===== config.mk =====
export PLATFORM = sky130hd
export DESIGN_NAME = swm_front
export DESIGN_NICKNAME = d
export VERILOG_FILES = /design/src/design/swm_pkg.sv /design/src/design/swm_front.sv
export SDC_FILE = /design/constraint.sdc
export NUM_CORES = 1
export LEC_CHECK = 0
export ABC_AREA = 1
export BUFFER_PORTS_ARGS = -buffer_cell sky130_fd_sc_hd__buf_4
export CORE_MARGIN = 1
export CORE_UTILIZATION = 40
export DETAILED_ROUTE_END_ITERATION = 16
export PLACE_DENSITY = 0.73
export SYNTH_ARGS = -nofsm -noshare
export SYNTH_HDL_FRONTEND = slang
export SYNTH_SLANG_ARGS = --single-unit
export TNS_END_PERCENT = 30

===== constraint.sdc =====
create_clock -name clk -period 2.2 [get_ports clk]
set_input_delay 0.44 -clock clk [delete_from_list [all_inputs] [get_ports clk]]
set_output_delay 0.44 -clock clk [all_outputs]
set_load 0.05 [all_outputs]

===== src/design/swm_pkg.sv =====
package swm_pkg;

    localparam int MAX_WINDOW_DEF = 1024;
    localparam int DATA_WIDTH_DEF = 32;
    localparam int SAMPLE_W       = 32;
    localparam int WSIZE_W        = 11;

    // Back-end sequencer states.
    typedef enum logic [2:0] {
        ST_IDLE,
        ST_PUSH,
        ST_MOVE_RD,
        ST_MOVE_WR,
        ST_READ,
        ST_EMIT,
        ST_DROP
    } state_t;

endpackage


===== src/design/swm_front.sv =====
module swm_front #(
    parameter int DW = swm_pkg::DATA_WIDTH_DEF
) (
    input  logic                        clk,
    input  logic                        rst_n,
    input  logic                        in_valid,
    output logic                        in_stall,
    input  logic [swm_pkg::SAMPLE_W-1:0] sample,
    output logic                        q_valid,
    input  logic                        q_pop,
    output logic [DW-1:0]               q_data
);

    // Two-entry queue of masked samples between the ports and the back end.
    logic [DW-1:0] mem_reg [2];
    logic          wp_reg, wp_next, rp_reg, rp_next;
    logic [1:0]    cnt_reg, cnt_next;
    logic          push;

    assign in_stall = (cnt_reg == 2'd2);
    assign push     = in_valid && !in_stall;
    assign q_valid  = (cnt_reg != 2'd0);
    assign q_data   = mem_reg[rp_reg];

    // Pointer and occupancy update.
    always_comb
    begin
        wp_next  = push ? ~wp_reg : wp_reg;
        rp_next  = q_pop ? ~rp_reg : rp_reg;
        cnt_next = cnt_reg + {1'b0, push} - {1'b0, q_pop};
    end

    always_ff @(posedge clk or negedge rst_n)
    begin
        if (!rst_n)
        begin
            wp_reg  <= 1'b0;
            rp_reg  <= 1'b0;
            cnt_reg <= 2'd0;
        end
        else
        begin
            wp_reg  <= wp_next;
            rp_reg  <= rp_next;
            cnt_reg <= cnt_next;
        end
    end

    // Payload storage; sample is truncated to the data width.
    always_ff @(posedge clk)
    begin
        if (push)
            mem_reg[wp_reg] <= DW'(sample);
    end

endmodule


Yosys cells after proc, flatten, opt, wreduce, memory -nomap -nowiden
Memories as Yosys holds them, arrays and structs flattened.
Cells that the tools add are included.
{ "totals": {"inputBits": 36, "memories": 1, "mem_bits_rw": 64, "ff_bits": 4, "word_cells": 14} }
{ "op_classes": {"reduce_logical": 3, "eq_ne": 1, "bitwise_logic": 2, "add_sub_neg": 2, "muxes": 2} }
{ "memory_table": {"columns": ["memory", "words", "width", "rd", "rd_ports_with_merged_regs", "wr", "line_no", "text"], "rows": [
  ["mem_reg", 2, 32, 1, 0, 1, "swm_front.sv:15", "logic [DW-1:0] mem_reg [2];"]
]} }
{ "ops": {"columns": ["op", "n"], "rows": [
  ["$add 2x1->2", 1],
  ["$eq 2x2->1 const B", 1],
  ["$mux 1", 2],
  ["$not 1->1", 2],
  ["$reduce_bool 2->1", 1],
  ["$sub 2x1->2", 1],
  ["$logic_and 1x1->1", 1],
  ["$logic_not 1->1", 1]
]} }

Logic depth before layout (Yosys ltp)
{ "depth": {"depth_word": 5, "mapped_depth": 9, "mapped_depth_nobuf": 9} }

Worst setup path before layout
Ideal clock, no wire load.
{ "synth_path": {"kind": "flip-flop to flip-flop", "startpoint": "register cnt_reg[1]", "endpoint": "memory mem_reg[1][0] (netlist bit) (enable)", "path_stages_with_launch": 4, "synth_period_minus_slack_ns": 2.333, "setup_ns": 0.421, "slack_ns": -0.133, "arrival_ns": 1.912, "path_cell_list": "dfrtp_1 > nand2_1 > nand2_1 > nor2_1"} }
{ "synth_via": {"elab_chain_cells": 5} }
{ "synth_rtl": {"columns": ["item", "line_no", "text"], "rows": [
  ["start, declared", "swm_front.sv:17", "logic [1:0] cnt_reg, cnt_next;"],
  ["start signal, assigned", "swm_front.sv:45", "cnt_reg <= cnt_next;"],
  ["$eq 2x2->1", "swm_front.sv:20", "assign in_stall = (cnt_reg == 2'd2);"],
  ["$logic_not 1->1", "swm_front.sv:21", "assign push = in_valid && !in_stall;"],
  ["$logic_and 1x1->1", "swm_front.sv:21", null],
  ["$mux 1", "swm_front.sv:52", "if (push)"],
  ["$mux 1 (implied by the code)", "swm_front.sv:53", "mem_reg[wp_reg] <= DW'(sample);"],
  ["end, declared", "swm_front.sv:15", null]
]} }
No other way between the ends.

Final worst setup path
{ "layout_path": {"startpoint": "register rp_reg", "endpoint": "output port q_data[11]"} }
{ "layout_via": {"elab_chain_cells": 1} }
{ "layout_rtl": {"columns": ["item", "line_no", "text"], "rows": [
  ["start, declared", "swm_front.sv:16", "logic wp_reg, wp_next, rp_reg, rp_next;"],
  ["start signal, assigned", "swm_front.sv:44", "rp_reg <= rp_next;"],
  ["$mem_v2 2x32", null, null],
  ["end, declared", "swm_front.sv:11", "output logic [DW-1:0] q_data"]
]} }
No other way between the ends.

==> results summary <==
After synthesis, the cell types taking the most area are sky130_fd_sc_hd__edfxtp_1 71%, sky130_fd_sc_hd__o21ai_2 8.7%, sky130_fd_sc_hd__nand2_1 5.8%, sky130_fd_sc_hd__inv_1 5.5%, sky130_fd_sc_hd__dfrtp_1 3.7%. The maximum number of pins on one net before global-route repair came out at 36. The cell area that synthesis handed to floorplanning was 0.00271 mm^2. The setup fix buffers added after clock tree synthesis is 0. The longest individual stage delay on the worst path is 0.38 ns. The net total in the final layout came out at 313. The number of instances in the placed design came out at 340. The count of warnings emitted by yosys is 0. The final worst hold slack came out at 0.288 ns. The die height came out at 84.4 um. The number of hold-slack violations in the final timing report came to 0. Counting I/O delays and the setup requirement, the final critical path takes 1.96 ns.

The total of fill cells in the finished design came out at 556. The worst-case clock skew came out at 0.00547 ns. Across the VDD grid, the largest voltage drop is 0.874 mV. The final reports fail on DRC. The floorplan step defined a die boundary enclosing 0.00712 mm^2. The CTS root buffer is sky130_fd_sc_hd__clkbuf_8. The worst pin sits at a relative slew slack of 0.717. The detailed-routing iteration count for the pre-antenna-repair pass is 10. Clock tree synthesis inserted a total of 9 buffers. The initial utilization of the core area, before any placement, comes to 0.420.

The global-route usage over all layers is 0.139. In the routed design, unresolved DRC markers number 2. After clock tree synthesis, the clock-pin slew on the worst setup and hold paths is 0.08 ns. Input and output buffers added on the ports amount to 69. STA classifies the critical path startpoint as a flip-flop. In the synthesized netlist the dominant register cell turns out to be sky130_fd_sc_hd__edfxtp_1. On the critical path, the stage with the largest delay is an instance of sky130_fd_sc_hd__buf_4.

The sort of element at the end of the critical path is an output pin. The areal power density over the cells is 1610 mW/mm^2. Setup repair after global routing left no endpoint under its margin. Of all nets on the critical path, the largest fanout is 35.

The number of standard cells after synthesis came out at 195. The flip-flop count of the largest register after layout is 64. Counting instances in the post-synthesis netlist gives the leading cell types as 64 x sky130_fd_sc_hd__edfxtp_1, 42 x sky130_fd_sc_hd__nand2_1, 40 x sky130_fd_sc_hd__inv_1, 27 x sky130_fd_sc_hd__o21ai_2, 6 x sky130_fd_sc_hd__buf_6. The count of pins over their slew limit is 0. The synthesized design spends more area on one cell type than any other, namely sky130_fd_sc_hd__edfxtp_1. In this run the cell area measured after placement is 0.00331 mm^2.

The share of flip-flops with an asynchronous set or reset after synthesis came out at 0.0588. Wires add up to 4430 um. The count of cell types in the netlist came out at 13. The clock latency on the worst-skew pair came out at 0.33 ns. The number of global-route vias before repair came out at 1587.

The number of nets with antenna violations after detailed routing came out at 0. The floorplan row count is 29. The run finished, with violations left. The die width is 84.4 um. The H-tree generated during clock tree synthesis spans 3 levels.

The TritonCTS clock tree is built. A synthesized cell averages 13.9 um^2. The number of endpoints failing setup at the final stage is 0. The total power consumption of the routed design came out at 5.68 mW.

sky130_fd_sc_hd__edfxtp_1 is the most common cell in the netlist. The total of flip-flops plus latches after synthesis is 68. Dividing the detail-routed wire length by the instance count gives 12.4 um. The routed layout has 1590 vias. Counting every net in the synthesized netlist gives 233. Walking the worst path, the cells encountered are buf_4 > nand2_1 > o21ai_2 > buf_4. The synthesis-to-layout area growth came out at 30.4%. The sequential cells in the finished layout cover a total of 0.00202 mm^2.

Of the synthesized area, sequential elements account for 0.745. The I/O pin count is 70. At the worst endpoint, the required time is 1.76 ns. After routing the design area is 0.00354 mm^2. The number of antenna diodes is 0. Across the run, the number of max-cap violations was 0.

The maximum number of buffers from clock root to sink came out at 2. The number of clock sinks is 68. In this run, the number of DRC markers left after iteration 0 of detailed routing was 62. The path class of the lowest-slack min-delay path is in2reg. The leakage component of the power came out at 1.54 nW.

The placer's final routability congestion estimate is 0.691. The area share of the largest cell type after synthesis is 0.708. The estimated wirelength of the detail-placed design came out at 3000 um.

The number of antenna violations at the first check in global routing came to 0. After detailed routing, the number of vias per cell comes to 4.45. The slew of the pin with the lowest slew margin is 0.424 ns.

The worst setup path is of the reg2out kind. The final worst-path cycle share came out at 0.891. The core region is 0.00646 mm^2.

Counting flops with a built-in enable in the synthesized netlist gives 64. The area of the multi-input gates came out at 474 um^2. By instance count, the cell type seen most on the critical path is sky130_fd_sc_hd__buf_4. The final global-route overflow total is 0.

At the worst endpoint, the arrival time is 1.52 ns. The wire length of the first global-routing pass is 7300 um. In the final timing run, aggregate negative setup slack is 0 ns. The peak clock frequency supported by timing is 510 MHz.

Of the cells placed in the final design, the portion with a size suffix greater than 1 is 0.429. Once layout is complete, the cells apart from fillers number 357. Once the clock tree was built, the resizer swapped 0 gates to a different size.
-- critical path, delay by kind of cell (launching register included) --
kind                   cells  cell delay [ns]
AOI/OAI and AO/OA          1             0.09
buffers and inverters      2             0.59
DFF                        1             0.35
and+or+nand+nor            1             0.14
-- cells by family (layout without fill, tap and decap cells) --
| family | count (synthesis) | in the layout | share of synthesized area |
|---|---|---|---|
| buf+inv | 47 | 132 | 0.0830 |
| xor+xnor | 1 | 1 | 0.00323 |
| simple gates | 45 | 45 | 0.0632 |
| compound gates | 32 | 32 | 0.0964 |
| fa+ha+maj | 2 | 2 | 0.00922 |
| flops | 68 | 68 | 0.745 |
-- power breakdown --
| part | switching, mW | internal, mW |
|---|---|---|
| clock network | 0.473 | 0.645 |
| registers | 0.0757 | 1.77 |
| logic | 1.97 | 0.752 |
| total | 2.52 | 3.16 |
-- cell type report --
class	instances	share of cell area
flip-flops and latches	68	0.572
repair buffers	76	0.162
multi-input cells	80	0.134
inverters	40	0.0424
clock buffers	9	0.0350
clock inverters	7	0.0279
well taps	77	0.0272
-- metrics by stage --
step | utilization | worst slack (ns)
after floorplan | - | 0.145
after global placement | 0.512 | 0.624
after detailed placement | 0.512 | 0.587
after CTS | 0.548 | 0.210
after global routing | 0.548 | 0.132
final | 0.548 | 0.240
-- path summary, 6_finish.rpt --
path                                  from              to  cells past startpoint  slack [ns]
worst max-delay path                rp_reg      q_data[11]                      4        0.24
worst min-delay path            sample[11]  mem_reg[0][11]                      1        0.29
worst max register to register  cnt_reg[0]      cnt_reg[1]                      9        0.78
worst min register to register  cnt_reg[0]      cnt_reg[0]                      1        0.51
max in group asynchronous            rst_n          rp_reg                      2        1.64
min in group asynchronous            rst_n      cnt_reg[0]                      2        0.45
-- metal layers --
layer | track usage | wire length [um]
met4 | 0.0740 | 57
met3 | 0.0442 | 247
met2 | 0.230 | 2210
met5 | 0 | 0
met1 | 0.161 | 1910
-- placed cells by master (no fill, tap or decap) --
cell type	instances
sky130_fd_sc_hd__buf_4	75
sky130_fd_sc_hd__bufinv_16	2
sky130_fd_sc_hd__clkbuf_8	9
sky130_fd_sc_hd__clkinv_2	1
sky130_fd_sc_hd__clkinv_4	1
sky130_fd_sc_hd__clkinvlp_4	1
sky130_fd_sc_hd__dfrtp_1	3
sky130_fd_sc_hd__dfrtp_2	1
sky130_fd_sc_hd__dlygate4sd3_1	1
sky130_fd_sc_hd__edfxtp_1	64
sky130_fd_sc_hd__ha_1	2
sky130_fd_sc_hd__inv_1	40
sky130_fd_sc_hd__inv_6	2
sky130_fd_sc_hd__nand2_1	42
sky130_fd_sc_hd__nand3_1	2
sky130_fd_sc_hd__nor2_4	1
sky130_fd_sc_hd__o21ai_0	4
sky130_fd_sc_hd__o21ai_1	1
sky130_fd_sc_hd__o21ai_2	27
sky130_fd_sc_hd__xor2_1	1
-- timing repair --
| action | 4_1_cts | 5_1_grt |
|---|---|---|
| hold buffers | 1 | 0 |
| setup endpoints to repair | 0 | 0 |
| endpoints found under the hold margin | 4 | 0 |
Note: power is estimated with default switching activity, not from simulation.
